**src/rtl/crce_pkg.sv**
```systemverilog
`default_nettype none
// ---------------------------------------------------------------------------
// crce_pkg: shared types and constants
// Types, codes and calendar helpers for the countdown reminder with clock
// editor.
// ---------------------------------------------------------------------------
package crce_pkg;

  typedef enum logic [1:0] {
    MODE_IDLE  = 2'd0,
    MODE_SETUP = 2'd1,
    MODE_COUNT = 2'd2,
    MODE_ALARM = 2'd3
  } mode_t;

  typedef enum logic [1:0] {
    REQ_ENCODER = 2'd0,
    REQ_MAIN    = 2'd1,
    REQ_SETUP   = 2'd2,
    REQ_TICK    = 2'd3
  } req_t;

  typedef enum logic [1:0] {
    CFG_FLOOR   = 2'd0,
    CFG_CEILING = 2'd1,
    CFG_DETENT  = 2'd2
  } cfg_idx_t;

  typedef enum logic [2:0] {
    FIELD_YEAR    = 3'd0,
    FIELD_MONTH   = 3'd1,
    FIELD_DAY     = 3'd2,
    FIELD_HOUR    = 3'd3,
    FIELD_MINUTE  = 3'd4,
    FIELD_SECOND  = 3'd5,
    FIELD_CONFIRM = 3'd6
  } field_t;

  typedef enum logic {
    SQ_READY  = 1'b0,
    SQ_DETENT = 1'b1
  } seq_t;

  typedef struct packed {
    field_t      field;
    logic        save;
    logic [11:0] year;
    logic [3:0]  month;
    logic [4:0]  day;
    logic [4:0]  hour;
    logic [5:0]  minute;
    logic [5:0]  second;
  } edit_t;

  localparam logic [11:0] YEAR_MIN      = 12'd2000;
  localparam logic [11:0] YEAR_MAX      = 12'd2099;
  localparam logic [11:0] YEAR_DEFAULT  = 12'd2025;
  localparam logic [3:0]  MONTH_MIN     = 4'd1;
  localparam logic [3:0]  MONTH_MAX     = 4'd12;
  localparam logic [4:0]  DAY_MIN       = 5'd1;
  localparam logic [4:0]  HOUR_MAX      = 5'd23;
  localparam logic [5:0]  MINSEC_MAX    = 6'd59;
  localparam logic [7:0]  MINUTES_RESET = 8'd15;
  localparam logic [7:0]  FLOOR_RESET   = 8'd10;
  localparam logic [7:0]  CEILING_RESET = 8'd60;
  localparam logic [2:0]  DETENT_RESET  = 3'd2;

  // Years are kept within 2000..2099, where every fourth year is a leap year.
  function automatic logic [4:0] month_days(input logic [11:0] year,
                                            input logic [3:0] month);
    logic [4:0] d;
    case (month) inside
      4'd2:                     d = (year[1:0] == 2'b00) ? 5'd29 : 5'd28;
      4'd4, 4'd6, 4'd9, 4'd11:  d = 5'd30;
      default:                  d = 5'd31;
    endcase
    return d;
  endfunction

endpackage
`default_nettype wire

```
**src/rtl/countdown_reminder_with_clock_editor.sv**
```systemverilog
`default_nettype none
// ---------------------------------------------------------------------------
// countdown_reminder_with_clock_editor: reminder controller top level
// Four-mode controller (idle, clock setup, counting, alarm) driven by
// encoder, key and one-second tick events, with a calendar clock editor.
//
//   channel | direction | handshake          | contents
//   --------+-----------+--------------------+------------------------------
//   in      | input     | in_valid/in_stall  | event type, encoder, time
//   out     | output    | out_valid/out_stall| mode, settings, edited time
//   cfg     | input     | cfg_we             | floor, ceiling, detent size
//
// Key and tick events finish in the cycle they are accepted. An encoder event
// is accepted, then applies its detents one at a time through the shared
// detent unit, and ends with a closing step.
// Reset is synchronous and restores the power-on state with no clearing pass.
// The result of a transaction is held until taken; no new transaction is
// accepted while the detent sequencer runs or a result is stalled.
// ---------------------------------------------------------------------------
module countdown_reminder_with_clock_editor
  import crce_pkg::*;
(
  input  logic              clk,
  input  logic              rst,
  input  logic              cfg_we,
  input  logic [1:0]        cfg_index,
  input  logic [7:0]        cfg_data,
  input  logic              in_valid,
  output logic              in_stall,
  input  logic [1:0]        req_type,
  input  logic signed [6:0] encoder_change,
  input  logic              clock_valid,
  input  logic [11:0]       now_year,
  input  logic [3:0]        now_month,
  input  logic [4:0]        now_day,
  input  logic [4:0]        now_hour,
  input  logic [5:0]        now_minute,
  input  logic [5:0]        now_second,
  output logic              out_valid,
  input  logic              out_stall,
  output logic [1:0]        mode,
  output logic [7:0]        reminder_minutes,
  output logic [13:0]       seconds_left,
  output logic [2:0]        edit_field,
  output logic              choice_save,
  output logic [11:0]       edit_year,
  output logic [3:0]        edit_month,
  output logic [4:0]        edit_day,
  output logic [4:0]        edit_hour,
  output logic [5:0]        edit_minute,
  output logic [5:0]        edit_second,
  output logic              commit_time
);

  seq_t               seq, seq_next;
  mode_t              mode_reg, mode_next;
  logic [7:0]         minutes, minutes_next;
  logic [13:0]        countdown, countdown_next;
  logic signed [7:0]  residue, residue_next;
  edit_t              edit, edit_next;
  logic [7:0]         minutes_floor, minutes_ceiling;
  logic [2:0]         counts_per_detent;
  logic               out_valid_next;
  logic               commit, commit_next;

  logic               accept;
  logic               finish;
  logic [2:0]         step_size;
  logic signed [7:0]  step_ext;
  logic signed [7:0]  enc_ext;
  logic               det_pos;
  logic               det_neg;
  logic [7:0]         det_minutes;
  edit_t              det_edit;
  edit_t              load_edit;
  logic [11:0]        load_year;
  logic [3:0]         load_month;
  logic [4:0]         load_days;

  assign step_size = (counts_per_detent == 3'd0) ? 3'd1 : counts_per_detent;
  assign step_ext  = signed'({5'd0, step_size});
  assign enc_ext   = signed'({encoder_change[6], encoder_change});
  assign det_pos   = (residue >= step_ext);
  assign det_neg   = (residue <= -step_ext);
  assign in_stall  = (seq != SQ_READY) || (out_valid && out_stall);
  assign accept    = in_valid && !in_stall;

  crce_detent u_detent (
    .mode            (mode_reg),
    .positive        (det_pos),
    .minutes         (minutes),
    .minutes_floor   (minutes_floor),
    .minutes_ceiling (minutes_ceiling),
    .edit_in         (edit),
    .minutes_next    (det_minutes),
    .edit_out        (det_edit)
  );

  // Current time saturated into range, or the default date when invalid.
  always_comb begin
    load_year  = (now_year < YEAR_MIN) ? YEAR_MIN :
                 ((now_year > YEAR_MAX) ? YEAR_MAX : now_year);
    load_month = (now_month < MONTH_MIN) ? MONTH_MIN :
                 ((now_month > MONTH_MAX) ? MONTH_MAX : now_month);
    load_days  = month_days(load_year, load_month);
    load_edit.field = FIELD_YEAR;
    load_edit.save  = 1'b1;
    if (clock_valid) begin
      load_edit.year   = load_year;
      load_edit.month  = load_month;
      load_edit.day    = (now_day < DAY_MIN) ? DAY_MIN :
                         ((now_day > load_days) ? load_days : now_day);
      load_edit.hour   = (now_hour > HOUR_MAX) ? HOUR_MAX : now_hour;
      load_edit.minute = (now_minute > MINSEC_MAX) ? MINSEC_MAX : now_minute;
      load_edit.second = (now_second > MINSEC_MAX) ? MINSEC_MAX : now_second;
    end else begin
      load_edit.year   = YEAR_DEFAULT;
      load_edit.month  = MONTH_MIN;
      load_edit.day    = DAY_MIN;
      load_edit.hour   = 5'd0;
      load_edit.minute = 6'd0;
      load_edit.second = 6'd0;
    end
  end

  always_comb begin
    seq_next       = seq;
    mode_next      = mode_reg;
    minutes_next   = minutes;
    countdown_next = countdown;
    residue_next   = residue;
    edit_next      = edit;
    commit_next    = commit;
    finish         = 1'b0;
    case (seq)
      SQ_READY: begin
        if (accept) begin
          case (req_type)
            REQ_ENCODER: begin
              residue_next = residue + enc_ext;
              seq_next     = SQ_DETENT;
            end
            REQ_MAIN: begin
              finish      = 1'b1;
              commit_next = 1'b0;
              if (mode_reg == MODE_SETUP) begin
                if (edit.field != FIELD_CONFIRM) begin
                  edit_next.field = field_t'(edit.field + 3'd1);
                end else begin
                  commit_next = edit.save;
                  mode_next   = MODE_IDLE;
                end
              end else if (mode_reg == MODE_IDLE) begin
                mode_next      = MODE_COUNT;
                countdown_next = {minutes, 6'd0} - {4'd0, minutes, 2'd0};
              end else begin
                mode_next      = MODE_IDLE;
                countdown_next = 14'd0;
              end
            end
            REQ_SETUP: begin
              finish      = 1'b1;
              commit_next = 1'b0;
              if (mode_reg == MODE_IDLE) begin
                mode_next = MODE_SETUP;
                edit_next = load_edit;
              end
            end
            default: begin
              finish      = 1'b1;
              commit_next = 1'b0;
              if (mode_reg == MODE_COUNT) begin
                if (countdown != 14'd0) countdown_next = countdown - 14'd1;
                else mode_next = MODE_ALARM;
              end
            end
          endcase
        end
      end
      SQ_DETENT: begin
        if (det_pos) begin
          minutes_next = det_minutes;
          edit_next    = det_edit;
          residue_next = residue - step_ext;
        end else if (det_neg) begin
          minutes_next = det_minutes;
          edit_next    = det_edit;
          residue_next = residue + step_ext;
        end else begin
          finish      = 1'b1;
          commit_next = 1'b0;
          seq_next    = SQ_READY;
        end
      end
      default: seq_next = SQ_READY;
    endcase
    out_valid_next = finish || (out_valid && out_stall);
  end

  always_ff @(posedge clk) begin
    if (rst) begin
      seq               <= SQ_READY;
      mode_reg          <= MODE_IDLE;
      minutes           <= MINUTES_RESET;
      countdown         <= 14'd0;
      residue           <= 8'sd0;
      edit.field        <= FIELD_YEAR;
      edit.save         <= 1'b1;
      edit.year         <= YEAR_DEFAULT;
      edit.month        <= MONTH_MIN;
      edit.day          <= DAY_MIN;
      edit.hour         <= 5'd0;
      edit.minute       <= 6'd0;
      edit.second       <= 6'd0;
      out_valid         <= 1'b0;
      commit            <= 1'b0;
      minutes_floor     <= FLOOR_RESET;
      minutes_ceiling   <= CEILING_RESET;
      counts_per_detent <= DETENT_RESET;
    end else begin
      seq       <= seq_next;
      mode_reg  <= mode_next;
      minutes   <= minutes_next;
      countdown <= countdown_next;
      residue   <= residue_next;
      edit      <= edit_next;
      out_valid <= out_valid_next;
      commit    <= commit_next;
      if (cfg_we) begin
        case (cfg_index)
          CFG_FLOOR:   minutes_floor     <= cfg_data;
          CFG_CEILING: minutes_ceiling   <= cfg_data;
          CFG_DETENT:  counts_per_detent <= cfg_data[2:0];
          default: ;
        endcase
      end
    end
  end

  assign mode             = mode_reg;
  assign reminder_minutes = minutes;
  assign seconds_left     = countdown;
  assign edit_field       = edit.field;
  assign choice_save      = edit.save;
  assign edit_year        = edit.year;
  assign edit_month       = edit.month;
  assign edit_day         = edit.day;
  assign edit_hour        = edit.hour;
  assign edit_minute      = edit.minute;
  assign edit_second      = edit.second;
  assign commit_time      = commit;

  // The sequencer only runs while the result register is empty.
  a_detent_no_result: assert property (@(posedge clk) disable iff (rst)
    (seq == SQ_DETENT) |-> !out_valid)
    else $error("detent sequencer running while a result is pending");

  // A commit is only reported on the way back to idle.
  a_commit_idle: assert property (@(posedge clk) disable iff (rst)
    commit |-> (mode_reg == MODE_IDLE))
    else $error("commit reported outside idle mode");

  // The edited day never exceeds the length of the edited month.
  a_day_in_month: assert property (@(posedge clk) disable iff (rst)
    (edit.day >= DAY_MIN) && (edit.day <= month_days(edit.year, edit.month)))
    else $error("edited day outside month");

  // In idle no countdown is left over.
  a_idle_no_count: assert property (@(posedge clk) disable iff (rst)
    (mode_reg == MODE_IDLE) |-> (countdown == 14'd0))
    else $error("countdown left while idle");

endmodule
`default_nettype wire

```
**src/rtl/crce_detent.sv**
```systemverilog
`default_nettype none
// ---------------------------------------------------------------------------
// crce_detent: one encoder detent step
// Applies a single detent to the reminder length in idle mode or to the
// selected clock field in setup mode, with wrap-around and day clamping.
// ---------------------------------------------------------------------------
module crce_detent
  import crce_pkg::*;
(
  input  mode_t       mode,
  input  logic        positive,
  input  logic [7:0]  minutes,
  input  logic [7:0]  minutes_floor,
  input  logic [7:0]  minutes_ceiling,
  input  edit_t       edit_in,
  output logic [7:0]  minutes_next,
  output edit_t       edit_out
);

  logic        up;
  logic [11:0] year_step;
  logic [3:0]  month_step;
  logic [4:0]  days_cur;
  logic [4:0]  days_year;
  logic [4:0]  days_month;

  assign up = !positive;
  assign days_cur = month_days(edit_in.year, edit_in.month);

  always_comb begin
    if (up) begin
      year_step  = (edit_in.year >= YEAR_MAX) ? YEAR_MIN : edit_in.year + 12'd1;
      month_step = (edit_in.month >= MONTH_MAX) ? MONTH_MIN : edit_in.month + 4'd1;
    end else begin
      year_step  = (edit_in.year <= YEAR_MIN) ? YEAR_MAX : edit_in.year - 12'd1;
      month_step = (edit_in.month <= MONTH_MIN) ? MONTH_MAX : edit_in.month - 4'd1;
    end
  end

  assign days_year  = month_days(year_step, edit_in.month);
  assign days_month = month_days(edit_in.year, month_step);

  always_comb begin
    minutes_next = minutes;
    edit_out     = edit_in;
    case (mode)
      MODE_IDLE: begin
        if (positive) begin
          if (minutes > minutes_floor) minutes_next = minutes - 8'd1;
        end else begin
          if (minutes < minutes_ceiling) minutes_next = minutes + 8'd1;
        end
      end
      MODE_SETUP: begin
        case (edit_in.field)
          FIELD_YEAR: begin
            edit_out.year = year_step;
            if (edit_in.day > days_year) edit_out.day = days_year;
          end
          FIELD_MONTH: begin
            edit_out.month = month_step;
            if (edit_in.day > days_month) edit_out.day = days_month;
          end
          FIELD_DAY: begin
            if (up) begin
              edit_out.day = (edit_in.day >= days_cur) ? DAY_MIN : edit_in.day + 5'd1;
            end else begin
              edit_out.day = (edit_in.day <= DAY_MIN) ? days_cur : edit_in.day - 5'd1;
            end
          end
          FIELD_HOUR: begin
            if (up) begin
              edit_out.hour = (edit_in.hour >= HOUR_MAX) ? 5'd0 : edit_in.hour + 5'd1;
            end else begin
              edit_out.hour = (edit_in.hour == 5'd0) ? HOUR_MAX : edit_in.hour - 5'd1;
            end
          end
          FIELD_MINUTE: begin
            if (up) begin
              edit_out.minute = (edit_in.minute >= MINSEC_MAX) ? 6'd0
                                                               : edit_in.minute + 6'd1;
            end else begin
              edit_out.minute = (edit_in.minute == 6'd0) ? MINSEC_MAX
                                                         : edit_in.minute - 6'd1;
            end
          end
          FIELD_SECOND: begin
            if (up) begin
              edit_out.second = (edit_in.second >= MINSEC_MAX) ? 6'd0
                                                               : edit_in.second + 6'd1;
            end else begin
              edit_out.second = (edit_in.second == 6'd0) ? MINSEC_MAX
                                                         : edit_in.second - 6'd1;
            end
          end
          FIELD_CONFIRM: edit_out.save = !edit_in.save;
          default: ;
        endcase
      end
      default: ;
    endcase
  end

endmodule
`default_nettype wire

```
**config.mk**
```make
export PLATFORM = sky130hd
export DESIGN_NAME = countdown_reminder_with_clock_editor
export DESIGN_NICKNAME = d
export VERILOG_FILES = /design/src/rtl/crce_pkg.sv /design/src/rtl/countdown_reminder_with_clock_editor.sv /design/src/rtl/crce_detent.sv
export SDC_FILE = /design/constraint.sdc
export NUM_CORES = 1
export LEC_CHECK = 0
export BUFFER_PORTS_ARGS = -buffer_cell sky130_fd_sc_hd__buf_4
export CELL_PAD_IN_SITES_DETAIL_PLACEMENT = 1
export CELL_PAD_IN_SITES_GLOBAL_PLACEMENT = 2
export CORE_UTILIZATION = 34
export DETAILED_ROUTE_END_ITERATION = 10
export GPL_ROUTABILITY_DRIVEN = 0
export GPL_TIMING_DRIVEN = 0
export PLACE_DENSITY = 0.95
export SLEW_MARGIN = 25
export SYNTH_ARGS = -nofsm -noshare
export SYNTH_HDL_FRONTEND = slang
export SYNTH_SLANG_ARGS = --single-unit
```
**constraint.sdc**
```tcl
create_clock -name clk -period 5.71 [get_ports clk]
set_clock_uncertainty 0.1 [all_clocks]
set_input_delay 0.2855 -clock clk [delete_from_list [all_inputs] [get_ports clk]]
set_output_delay 0.2855 -clock clk [all_outputs]
set_load 0.02 [all_outputs]
```
==> results of run 1 <==
-- metal layers --
metal  track usage [%]  vias to the layer above  routed length (µm)
met2              45.6                      295               16900
met4              9.38                        0                 870
met3              3.29                       60                1730
met1              32.7                     5001               15600
met5                 0                        -                   0
li1                  -                     4782                   -
-- repair_timing --
action | 4_1_cts | 5_1_grt
setup endpoints to repair | 6 | 4
gates resized for setup | 2 | 4
cloned | 0 | 0
-- cells in the final DEF, fill, tap and decap left out, drive strengths merged, types with 10 or more instances in the layout --
master,n
buf,142
nor2,122
nand2,113
dfxtp,96
a21oi,92
inv,87
ha,79
o21ai,79
clkbuf,62
nand3,49
nor3,43
xnor2,23
nor2b,19
a211oi,19
o211ai,18
mux2i,18
xor2,18
o31ai,18
nand2b,17
a21o,12
o311ai,12
and3,11
o32ai,11
nor4,11
a31oi,11
a311oi,10
a22oi,10
-- worst paths after layout --
| path | start | end | slack (ns) | cells after the start |
|---|---|---|---|---|
| max reg2reg | counts_per_detent[2]$_SDFFE_PP0P_ | edit_day[0]$_SDFFE_PP1P_ | 0.36 | 20 |
| min | cfg_data[6] | minutes_floor[6]$_SDFFE_PP0P_ | 0.05 | 3 |
| min reg2reg | minutes_floor[0]$_SDFFE_PP0P_ | minutes_floor[0]$_SDFFE_PP0P_ | 0.41 | 2 |
| max | counts_per_detent[2]$_SDFFE_PP0P_ | edit_day[0]$_SDFFE_PP1P_ | 0.36 | 20 |
-- per-stage QoR --
| stage | area (µm²) | hold slack [ns] | worst slack (ns) | utilization, % | std cells |
|---|---|---|---|---|---|
| global route | 10700 | 0.0721 | -0.00280 | 41.4 | 1703 |
| global placement | 10400 | 0.378 | -0.642 | 40.0 | 1689 |
| floorplan | 9000 | 0.322 | 1.20 | - | 1224 |
| finish | 10700 | 0.0484 | 0.360 | 41.4 | 1703 |
| CTS | 10700 | 0.0457 | 0.140 | 41.3 | 1703 |
| detailed placement | 10400 | 0.387 | -0.722 | 40.0 | 1689 |
-- power by group --
group / leakage, nW / internal (mW) / switching [mW] / total (mW)
clock: 0.161 / 0.401 / 0.314 / 0.715
sequential: 0.780 / 0.707 / 0.0677 / 0.775
combinational: 3.39 / 0.452 / 0.755 / 1.21
total: 4.33 / 1.56 / 1.14 / 2.70
-- cells by family after synthesis --
group | count (synthesis)
AND/OR/NAND/NOR | 441
AO/OA/AOI/OAI | 384
buffers and inverters | 152
flip-flops | 96
adder cells (fa/ha/maj) | 83
XOR/XNOR | 41
multiplexers | 24
other | 1
-- critical path: cells and delay by family (launching register included) --
kind            cells  cell delay [ns]
compound gates      8             1.37
simple gates        6             1.21
fa+ha+maj           3             0.91
flops               1             0.46
buf+inv             3             1.13
-- final cells by class --
cell class | instances | area (µm²) | area share (%)
Clock buffer | 11 | 243 | 2.26
Sequential cell | 96 | 1920 | 17.9
Inverter | 86 | 325 | 3.03
Clock inverter | 5 | 86.3 | 0.803
Buffer | 64 | 275 | 2.56
Timing Repair Buffer | 130 | 976 | 9.08
Tap cell | 335 | 419 | 3.90
Multi-Input combinational cell | 976 | 6500 | 60.5
==> impl_metrics.sql, run 1 <==
INSERT INTO impl_metrics (metric_group, metric, value, unit) VALUES
('placed_design', 'detailedPlacementHpwl', '27000', 'µm'),
('clock_tree', 'clock-sinks', '96', ''),
('pwr', 'totalPowerFinal', '2.70', 'mW'),
('logic_synthesis', 'synthesis.area_per_instance', '7.36', 'µm²'),
('floorplan', 'fp.coreArea', '26000', 'µm²'),
('logic_synthesis', 'post_synth_fa_ha_maj_area_fraction', '11.9', '%'),
('logic_synthesis', 'synth_enable_flop_cells', '0', ''),
('sta', 'final-setup-viol-count', '0', ''),
('logic_synthesis', 'yosysTopAreaCellShare', '21.4', '%'),
('grt', 'global_route_wire_length_before_repair', '55700', 'µm'),
('final_layout', 'final_layout_size_suffix_gt1_share', '13.7', '%'),
('sta', 'period_needed', '5.35', 'ns'),
('critical_path', 'class_of_the_most_critical_setup_path', 'reg2reg', ''),
('final_layout', 'largest_register_ff_count', '14', ''),
('routing', 'initialDrtViolationCount', '685', ''),
('pwr', 'worst_ir_drop_vdd', '0.149', 'mV'),
('logic_synthesis', 'synth_compound_gate_area_share', '29.5', '%'),
('logic_synthesis', 'synth_area', '8990', 'µm²'),
('logic_synthesis', 'synthSimpleGateAreaFrac', '23.7', '%'),
('floorplan', 'rows', '59', ''),
('placed_design', 'io_buffer_count', '130', ''),
('clock_tree', 'cts_inserted_buffers', '9', ''),
('critical_path', 'timing.critical_path.arrival', '5.47', 'ns'),
('sta', 'finalCritPeriodShare', '93.7', '%'),
('grt', 'grt.overflow.total', '0', ''),
('critical_path', 'worstPathMaxFanout', '17', ''),
('clock_tree', 'ctsRootBufferMaster', 'clkbuf_16', ''),
('critical_path', 'slowest_stage', 'clkdlybuf4s15_2', ''),
('floorplan', 'die_h', '165', 'µm'),
('logic_synthesis', 'netlist_top_cells_count', '122 x nor2_1, 113 x nand2_1, 96 x dfxtp_1, 92 x a21oi_1, 84 x inv_1', ''),
('outcome', 'outcome', 'complete, no violations', ''),
('routing', 'detail_route.vias_per_cell', '5.95', ''),
('pwr', 'power_density', '251', 'nW/µm²'),
('grt', 'groute.usage.overall', '26.1', '%'),
('routing', 'num_vias', '10100', ''),
('job', 'max-cap-violations', '0', ''),
('logic_synthesis', 'synth_cells', '1222', ''),
('logic_synthesis', 'synth_xor_area_share', '3.99', '%'),
('critical_path', 'worst_ep_required_time', '5.83', 'ns'),
('final_layout', 'antenna_cells', '0', ''),
('routing', 'ant_nets', '0', ''),
('sta', 'worst_pin_slew', '1.04', 'ns'),
('grt', 'antenna_found_initial', '0', ''),
('logic_synthesis', 'synth.area.mux_share', '2.88', '%'),
('final_layout', 'area_delta_synth_final', '19.5', '%'),
('sta', 'max_freq', '187', 'MHz'),
('critical_path', 'worstPathCellList', 'o21bai_1 -> ha_1 -> fa_1 -> nand2b_1 -> nand3_1 -> o21ai_4 -> inv_4 -> clkdlybuf4s15_2 -> nand3_1 -> nand3_1 -> o31a_1 -> ha_1 -> nand2_1 -> o2111ai_1 -> a221oi_1 -> o21ai_0 -> a31oi_1 -> clkbuf_2 -> nor4b_1 -> a22oi_1', ''),
('logic_synthesis', 'yosys.area.top_type', 'dfxtp_1', ''),
('final_layout', 'fin_nets', '1509', ''),
('logic_synthesis', 'synth.most_common_cell', 'nor2_1', ''),
('routing', 'drc', '0', ''),
('critical_path', 'critical-path-top-cell-by-count', 'nand3_1', ''),
('logic_synthesis', 'synth_top_flop_cell', 'dfxtp_1', ''),
('floorplan', 'dieWidth', '165', 'µm'),
('logic_synthesis', 'synth_sequential_area_ratio', '21.4', '%'),
('floorplan', 'io_pins', '132', ''),
('sta', 'report.final.hold_viol_count', '0', ''),
('logic_synthesis', 'synth_top_family_by_area', 'compound AO/OA/AOI/OAI gates', ''),
('sta', 'report.final.slew_viol_count', '0', ''),
('logic_synthesis', 'ys_seq_elements', '96', ''),
('sta', 'finalSetupTns', '0', 'ns'),
('pwr', 'static-leakage-power', '4.33', 'nW'),
('final_layout', 'nFillCells', '3306', ''),
('sta', 'slew-limit-headroom', '30.1', '%'),
('worst_hold_path', 'holdCritPathClass', 'in2reg', ''),
('clock_tree', 'clk_latency', '0.37', 'ns'),
('routing', 'post_route_wl', '35200', 'µm'),
('clock_tree', 'clock_tree.buffer_depth', '2', ''),
('routing', 'routedWlPerCell', '20.6', 'µm'),
('floorplan', 'starting_density_of_the_core', '34.6', '%'),
('clock_tree', 'postCtsHoldBufs', '0', '');
Power figures use the tool's default switching activity.
==> run 2: changes to the inputs <==
--- a/config.mk
+++ b/config.mk
@@ -6,13 +6,13 @@
 export NUM_CORES = 1
 export LEC_CHECK = 0
 export BUFFER_PORTS_ARGS = -buffer_cell sky130_fd_sc_hd__buf_4
-export CELL_PAD_IN_SITES_DETAIL_PLACEMENT = 1
-export CELL_PAD_IN_SITES_GLOBAL_PLACEMENT = 2
-export CORE_UTILIZATION = 34
+export CELL_PAD_IN_SITES_DETAIL_PLACEMENT = 0
+export CELL_PAD_IN_SITES_GLOBAL_PLACEMENT = 1
+export CORE_UTILIZATION = 43
 export DETAILED_ROUTE_END_ITERATION = 10
 export GPL_ROUTABILITY_DRIVEN = 0
 export GPL_TIMING_DRIVEN = 0
-export PLACE_DENSITY = 0.95
+export PLACE_DENSITY = 0.94
 export SLEW_MARGIN = 25
 export SYNTH_ARGS = -nofsm -noshare
 export SYNTH_HDL_FRONTEND = slang
==> impl_metrics.sql, run 2 (synthesis gave the netlist of run 1 again) <==
INSERT INTO impl_metrics (metric_group, metric, value, unit) VALUES
('clock_tree', 'clock-sinks', '96', ''),
('routing', 'detailedRoute.firstPassIterationCount', '5', ''),
('routing', 'initialDrtViolationCount', '672', ''),
('clock_tree', 'setup_repair_bufs_after_cts', '0', ''),
('critical_path', 'sort_of_element_at_the_end_of_the_critical_path', 'register', ''),
('final_layout', 'fin_area', '10600', 'µm²'),
('floorplan', 'fp.coreArea', '20400', 'µm²'),
('worst_hold_path', 'holdCritPathClass', 'in2reg', ''),
('grt', 'antenna_found_initial', '0', ''),
('placed_design', 'detailedPlacementHpwl', '23200', 'µm'),
('sta', 'finalCritPeriodShare', '95.2', '%'),
('sta', 'hold-worst-slack', '0.0533', 'ns'),
('grt', 'global_route_wire_length_before_repair', '48600', 'µm'),
('floorplan', 'die_h', '147', 'µm'),
('critical_path', 'timing.critical_path.arrival', '5.54', 'ns'),
('critical_path', 'cp-start-kind', 'register', ''),
('floorplan', 'rows', '52', ''),
('grt', 'via_count_of_the_first_global_routing_pass', '9316', ''),
('sta', 'worst_pin_slew', '1.08', 'ns'),
('floorplan', 'io_pins', '132', ''),
('critical_path', 'worstPathMaxFanout', '10', ''),
('routing', 'detail_route.vias_per_cell', '6.13', ''),
('routing', 'drc', '0', ''),
('floorplan', 'dieWidth', '147', 'µm'),
('sta', 'max_freq', '184', 'MHz'),
('clock_tree', 'clk_latency', '0.36', 'ns'),
('final_layout', 'antenna_cells', '0', ''),
('final_layout', 'final_layout_size_suffix_gt1_share', '13.7', '%'),
('final_layout', 'layout.cells.most_common_list', '130 x buf_4, 122 x nor2_1, 113 x nand2_1', ''),
('routing', 'post_route_wl', '30500', 'µm'),
('final_layout', 'mostFrequentLayoutCell', 'buf_4', ''),
('clock_tree', 'cts_inserted_buffers', '9', ''),
('clock_tree', 'clock_tree.buffer_depth', '2', ''),
('routing', 'routedWlPerCell', '18.6', 'µm'),
('placed_design', 'io_buffer_count', '130', ''),
('final_layout', 'area_delta_synth_final', '18.0', '%'),
('final_layout', 'fin_nets', '1510', ''),
('routing', 'num_vias', '10000', ''),
('critical_path', 'setup.reg_to_reg.worst_slack', '0.27', 'ns'),
('sta', 'report.final.hold_viol_count', '0', ''),
('sta', 'rsz0062_at_grt', 'false', ''),
('clock_tree', 'ctsRootBufferMaster', 'clkbuf_16', ''),
('pwr', 'power_density', '242', 'nW/µm²'),
('critical_path', 'worst_ep_required_time', '5.81', 'ns'),
('grt', 'groute.usage.overall', '28.2', '%'),
('grt', 'grt_max_degree', '18', ''),
('placed_design', 'detailed_place.area', '10300', 'µm²'),
('sta', 'layout_setup_ws', '0.272', 'ns'),
('sta', 'final-setup-viol-count', '0', ''),
('sta', 'report.final.slew_viol_count', '0', ''),
('clock_tree', 'tritoncts', 'built', ''),
('placed_design', 'dp_worst_setup_slack', '-0.443', 'ns'),
('clock_tree', 'postCtsHoldBufs', '0', ''),
('sta', 'slew-limit-headroom', '27.7', '%'),
('pwr', 'worst_ir_drop_vdd', '0.157', 'mV'),
('routing', 'ant_nets', '0', ''),
('floorplan', 'die_area', '21500', 'µm²'),
('pwr', 'static-leakage-power', '4.31', 'nW'),
('critical_path', 'largest_stage_delay_worst_path', '0.41', 'ns'),
('grt', 'grt.overflow.total', '0', ''),
('pwr', 'totalPowerFinal', '2.57', 'mW'),
('clock_tree', 'worst_setup_hold_path_clk_slew', '0.08', 'ns'),
('outcome', 'outcome', 'complete, no violations', ''),
('sta', 'period_needed', '5.44', 'ns'),
('critical_path', 'class_of_the_most_critical_setup_path', 'reg2reg', ''),
('critical_path', 'worstPathCellList', 'o21bai_1 -> ha_1 -> fa_1 -> nand2b_1 -> nand3_1 -> o21ai_4 -> buf_2 -> clkbuf_2 -> o221ai_1 -> nand3_1 -> o31a_1 -> ha_1 -> nand2_1 -> o2111ai_1 -> a221oi_1 -> o21ai_0 -> a31oi_1 -> clkbuf_1 -> nor4b_1 -> a22oi_1', ''),
('final_layout', 'largest_register_ff_count', '14', ''),
('floorplan', 'starting_density_of_the_core', '44.2', '%'),
('critical_path', 'slowest_stage', 'o21ai_4', ''),
('clock_tree', 'cts_max_level', '3', ''),
('final_layout', 'finish.utilization', '52.1', '%'),
('job', 'max-cap-violations', '0', '');
==> run 2: timing repair <==
item                                    4_1_cts  5_1_grt
gates cloned                                  0        0
endpoints found under the setup margin        5        4
resized for setup                             2        1
==> run 2: path summary, 6_finish.rpt <==
path | start | endpoint | depth (start not counted)
worst max-delay path | counts_per_detent[2]$_SDFFE_PP0P_ | edit_day[0]$_SDFFE_PP1P_ | 20
worst min register to register | residue[0]$_SDFFE_PP0P_ | residue[0]$_SDFFE_PP0P_ | 2
worst min-delay path | cfg_data[6] | minutes_floor[6]$_SDFFE_PP0P_ | 3
worst max register to register | counts_per_detent[2]$_SDFFE_PP0P_ | edit_day[0]$_SDFFE_PP1P_ | 20
==> run 2: stage by stage <==
step	cells	TNS [ns]
2_1_floorplan	1224	0
3_3_place_gp	1624	-1.03
3_5_place_dp	1624	-1.16
4_1_cts	1639	0
5_1_grt	1639	0
6_report	1639	0
==> run 2: cell type report <==
| class | instances | area [µm²] |
|---|---|---|
| buffer | 65 | 277 |
| multi-input combinational | 976 | 6490 |
| clock inverter | 5 | 36.3 |
| inverter | 86 | 325 |
| timing repair buffer | 130 | 976 |
| tap | 270 | 338 |
| clock buffer | 11 | 253 |
| fill | 2029 | 9750 |
| sequential | 96 | 1920 |
==> run 2: per-layer routing <==
metal | share of wire (%) | vias up | global-route usage [%]
met5 | 0 | - | 0
li1 | - | 4794 | -
met4 | 3.6 | 0 | 11.6
met2 | 46 | 489 | 47.0
met1 | 42 | 4678 | 35.6
met3 | 8.8 | 85 | 5.28
==> run 2: report_power, final <==
group	total [mW]	leakage [nW]	internal [mW]	switching [mW]
registers	0.771	0.780	0.707	0.0639
clock network	0.623	0.146	0.323	0.300
logic	1.17	3.38	0.449	0.723
==> run 2: critical path: cells and delay by family (launching register included) <==
| kind | cells | cell delay [ns] |
|---|---|---|
| adders and majority gates | 3 | 0.73 |
| DFF | 1 | 0.38 |
| buffers and inverters | 3 | 1.16 |
| AOI/OAI and AO/OA | 9 | 1.95 |
| and+or+nand+nor | 5 | 0.95 |
==> run 3: changes to the inputs <==
--- a/config.mk
+++ b/config.mk
@@ -5,7 +5,7 @@
 export SDC_FILE = /design/constraint.sdc
 export NUM_CORES = 1
 export LEC_CHECK = 0
-export BUFFER_PORTS_ARGS = -buffer_cell sky130_fd_sc_hd__buf_4
+export BUFFER_PORTS_ARGS = -buffer_cell sky130_fd_sc_hd__clkbuf_2
 export CELL_PAD_IN_SITES_DETAIL_PLACEMENT = 0
 export CELL_PAD_IN_SITES_GLOBAL_PLACEMENT = 1
 export CORE_UTILIZATION = 43
@@ -16,4 +16,5 @@
 export SLEW_MARGIN = 25
 export SYNTH_ARGS = -nofsm -noshare
 export SYNTH_HDL_FRONTEND = slang
+export SYNTH_HIERARCHICAL = 1
 export SYNTH_SLANG_ARGS = --single-unit
==> impl_metrics.sql, run 3 <==
INSERT INTO impl_metrics (metric_group, metric, value, unit) VALUES
('worst_hold_path', 'worst_hold_path.endpoint', 'minutes_ceiling[4]$_SDFFE_PP1P_', ''),
('sta', 'finalCritPeriodShare', '92.7', '%'),
('grt', 'grt.overflow.total', '0', ''),
('routing', 'detailedRoute.firstPassIterationCount', '7', ''),
('final_layout', 'mostFrequentLayoutCell', 'clkbuf_2', ''),
('clock_tree', 'worst_setup_hold_path_clk_slew', '0.08', 'ns'),
('logic_synthesis', 'synth_cells', '1313', ''),
('grt', 'groute.usage.overall', '27.8', '%'),
('placed_design', 'dp_worst_setup_slack', '0.161', 'ns'),
('routing', 'initialDrtViolationCount', '931', ''),
('floorplan', 'die_area', '22500', 'µm²'),
('logic_synthesis', 'synth_sequential_area_ratio', '20.5', '%'),
('grt', 'global_route_wire_length_before_repair', '49200', 'µm'),
('logic_synthesis', 'synth_top_flop_cell', 'dfxtp_1', ''),
('sta', 'final-setup-viol-count', '0', ''),
('grt', 'antenna_found_initial', '1', ''),
('logic_synthesis', 'yosysTopAreaCellShare', '20.5', '%'),
('grt', 'grt_util_met3', '4.82', '%'),
('sta', 'finalSetupTns', '0', 'ns'),
('floorplan', 'dieWidth', '150', 'µm'),
('sta', 'slew-limit-headroom', '34.2', '%'),
('clock_tree', 'clock-sinks', '96', ''),
('worst_hold_path', 'hold_depth', '3', ''),
('critical_path', 'cp-start-kind', 'register', ''),
('routing', 'detail_route.vias_per_cell', '6.02', ''),
('critical_path', 'timing.critical_path.arrival', '5.43', 'ns'),
('sta', 'period_needed', '5.29', 'ns'),
('critical_path', 'sort_of_element_at_the_end_of_the_critical_path', 'register', ''),
('grt', 'grt_util_met1', '37.4', '%'),
('pwr', 'portion_of_total_power_attributed_to_the_clock_network', '20.7', '%'),
('logic_synthesis', 'synthesis.area_per_instance', '7.16', 'µm²'),
('sta', 'report.final.hold_viol_count', '0', ''),
('logic_synthesis', 'synth.most_common_cell', 'nand2_1', ''),
('floorplan', 'rows', '53', ''),
('logic_synthesis', 'netlist-cell-type-count', '97', ''),
('routing', 'post_route_wl', '31200', 'µm'),
('critical_path', 'rr_worst_depth', '23', ''),
('sta', 'report.final.slew_viol_count', '0', ''),
('logic_synthesis', 'synth_area', '9400', 'µm²'),
('grt', 'grt_most_used_layer', 'met2', ''),
('clock_tree', 'ctsRootBufferMaster', 'clkbuf_16', ''),
('final_layout', 'fin_nets', '1595', ''),
('logic_synthesis', 'ys_seq_elements', '96', ''),
('worst_hold_path', 'hp-start', 'cfg_data[4]', ''),
('logic_synthesis', 'yosys.area.top_type', 'dfxtp_1', ''),
('grt', 'globalRouteMet2Util', '45.0', '%'),
('floorplan', 'starting_density_of_the_core', '44.3', '%'),
('critical_path', 'worst_ep_required_time', '5.85', 'ns'),
('clock_tree', 'clk_latency', '0.37', 'ns'),
('critical_path', 'class_of_the_most_critical_setup_path', 'reg2reg', ''),
('worst_hold_path', 'holdCritPathClass', 'in2reg', ''),
('final_layout', 'final_layout_size_suffix_gt1_share', '15.2', '%'),
('floorplan', 'fp.coreArea', '21200', 'µm²'),
('pwr', 'static-leakage-power', '4.60', 'nW'),
('routing', 'routedWlPerCell', '18.0', 'µm'),
('final_layout', 'largest_register_ff_count', '14', ''),
('critical_path', 'r2r-start', 'counts_per_detent[1]$_SDFFE_PP1P_', ''),
('logic_synthesis', 'netlist_top_cells_count', '129 x nand2_1, 119 x nor2_1, 113 x a21oi_1, 106 x o21ai_0, 96 x dfxtp_1', ''),
('floorplan', 'die_h', '150', 'µm'),
('pwr', 'worst_ir_drop_vdd', '0.156', 'mV'),
('logic_synthesis', 'synth.area.top_cells', 'dfxtp_1 20%, ha_1 9.6%, a21oi_1 6.0%', ''),
('routing', 'num_vias', '10500', ''),
('clock_tree', 'cts_inserted_buffers', '9', ''),
('pwr', 'comb_power_share', '52.2', '%'),
('logic_synthesis', 'synth_enable_flop_cells', '0', ''),
('final_layout', 'antenna_cells', '0', ''),
('critical_path', 'worstPathMaxFanout', '7', ''),
('critical_path', 'setup.reg_to_reg.worst_slack', '0.42', 'ns'),
('floorplan', 'io_pins', '132', ''),
('pwr', 'power_density', '283', 'nW/µm²'),
('final_layout', 'area_delta_synth_final', '14.0', '%'),
('final_layout', 'layout.cells.most_common_list', '131 x clkbuf_2, 129 x nand2_1, 119 x nor2_1', ''),
('grt', 'grt_max_degree', '19', ''),
('logic_synthesis', 'async_set_or_reset_register_ratio_after_synthesis', '0', '%'),
('clock_tree', 'cts_max_level', '3', ''),
('sta', 'max_freq', '189', 'MHz'),
('routing', 'ant_nets', '0', ''),
('grt', 'via_count_of_the_first_global_routing_pass', '9432', ''),
('placed_design', 'detailedPlacementHpwl', '23600', 'µm'),
('routing', 'drc', '0', ''),
('sta', 'worst_pin_slew', '0.980', 'ns'),
('pwr', 'power_switching_share', '47.5', '%'),
('sta', 'rsz0062_at_grt', 'false', ''),
('pwr', 'power_report.internal_total', '1.59', 'mW'),
('clock_tree', 'tritoncts', 'built', ''),
('outcome', 'outcome', 'complete, no violations', ''),
('pwr', 'switching_power', '1.44', 'mW'),
('placed_design', 'io_buffer_count', '130', ''),
('sta', 'hold-worst-slack', '0.0476', 'ns'),
('job', 'max-cap-violations', '0', ''),
('sta', 'layout_setup_ws', '0.417', 'ns'),
('clock_tree', 'clock_tree.buffer_depth', '2', ''),
('logic_synthesis', 'ys.warnings.count', '6', ''),
('critical_path', 'critical_path.reg2reg.endpoint', 'edit_day[0]$_SDFFE_PP1P_', ''),
('pwr', 'power_frac_seq', '27.0', '%');
## run 3: stage by stage
stage / std cells / power, mW / instance area [µm²] / util, %
final: 1737 / 3.03 / 10700 / 50.5
after global routing: 1737 / 3.21 / 10700 / 50.5
after CTS: 1736 / 2.97 / 10700 / 50.4
after detailed placement: 1720 / 2.35 / 10400 / 49.0
after global placement: 1720 / 2.33 / 10400 / 49.0
after floorplan: 1315 / 1.90 / 9410 / -
## run 3: routing by layer
layer	vias to the layer above	wire length [µm]
li1	5080	-
met5	-	14
met3	53	2620
met2	442	14300
met1	4886	13600
met4	2	715
## run 3: worst max-delay path: stages (launching register included)
cell and delay [ns]:
dfxtp_1 0.35, o21bai_2 0.20, ha_1 0.23, inv_1 0.07, fa_1 0.44, a211oi_4 0.37, nand4_4 0.16, nor2b_1 0.16
clkbuf_1 0.18, buf_2 0.22, nor2b_1 0.16, a31oi_1 0.16, nor2_1 0.05, or4_1 0.60, mux2i_2 0.27, ha_1 0.29
a211oi_2 0.31, o22ai_1 0.15, a21oi_1 0.16, a41oi_1 0.13, nor2_1 0.15, nor2_1 0.07, nor2_1 0.09, a31oi_1 0.09
## run 3: how the worst max path moves through the flow
| stage | end | startpoint | slack [ns] |
|---|---|---|---|
| after floorplan | edit_day[0]$_SDFFE_PP1P_ | counts_per_detent[1]$_SDFFE_PP1P_ | 0.99 |
| after global placement | edit_day[0]$_SDFFE_PP1P_ | counts_per_detent[2]$_SDFFE_PP0P_ | 0.23 |
| after detailed placement | edit_day[0]$_SDFFE_PP1P_ | counts_per_detent[2]$_SDFFE_PP0P_ | 0.16 |
| after CTS | edit_day[0]$_SDFFE_PP1P_ | counts_per_detent[2]$_SDFFE_PP0P_ | 0.11 |
| after global routing | edit_day[0]$_SDFFE_PP1P_ | counts_per_detent[1]$_SDFFE_PP1P_ | 0.02 |
| final | edit_day[0]$_SDFFE_PP1P_ | counts_per_detent[1]$_SDFFE_PP1P_ | 0.42 |
## run 3: cells by family after synthesis
logic type                 count (synthesis)  share of synthesized area [%]
other                                      1                         0.0399
muxes                                     26                           2.78
DFF                                       96                           20.4
xor gates and xnor gates                  40                           3.73
adders and majority gates                 75                           10.2
buffers and inverters                    168                           7.79
and+or+nand+nor                          497                           26.4
AOI/OAI and AO/OA                        410                           28.6
## run 3: what timing repair did
item                                    in CTS  in global routing
hold buffers                                 0                  0
buffers inserted                             0                  1
endpoints found under the setup margin       0                  4
resized for setup                            0                  5
## run 3: cell type report
| class | count | area (µm²) |
|---|---|---|
| clock buffers | 9 | 225 |
| well taps | 275 | 344 |
| flip-flops and latches | 96 | 1920 |
| inverters | 85 | 319 |
| multi-input cells | 1051 | 6760 |
| plain buffers | 83 | 414 |
| repair buffers | 131 | 658 |
| fillers | 2184 | 10500 |
| clock inverters | 7 | 62.6 |
## run 3: power groups by stage
stage	Clock (mW)	Combinational (mW)	Sequential, mW
floorplan	0	1.05	0.847
global placement	0	1.50	0.832
detailed placement	0	1.52	0.833
CTS	0.633	1.52	0.818
global route	0.657	1.72	0.831
finish	0.627	1.58	0.819
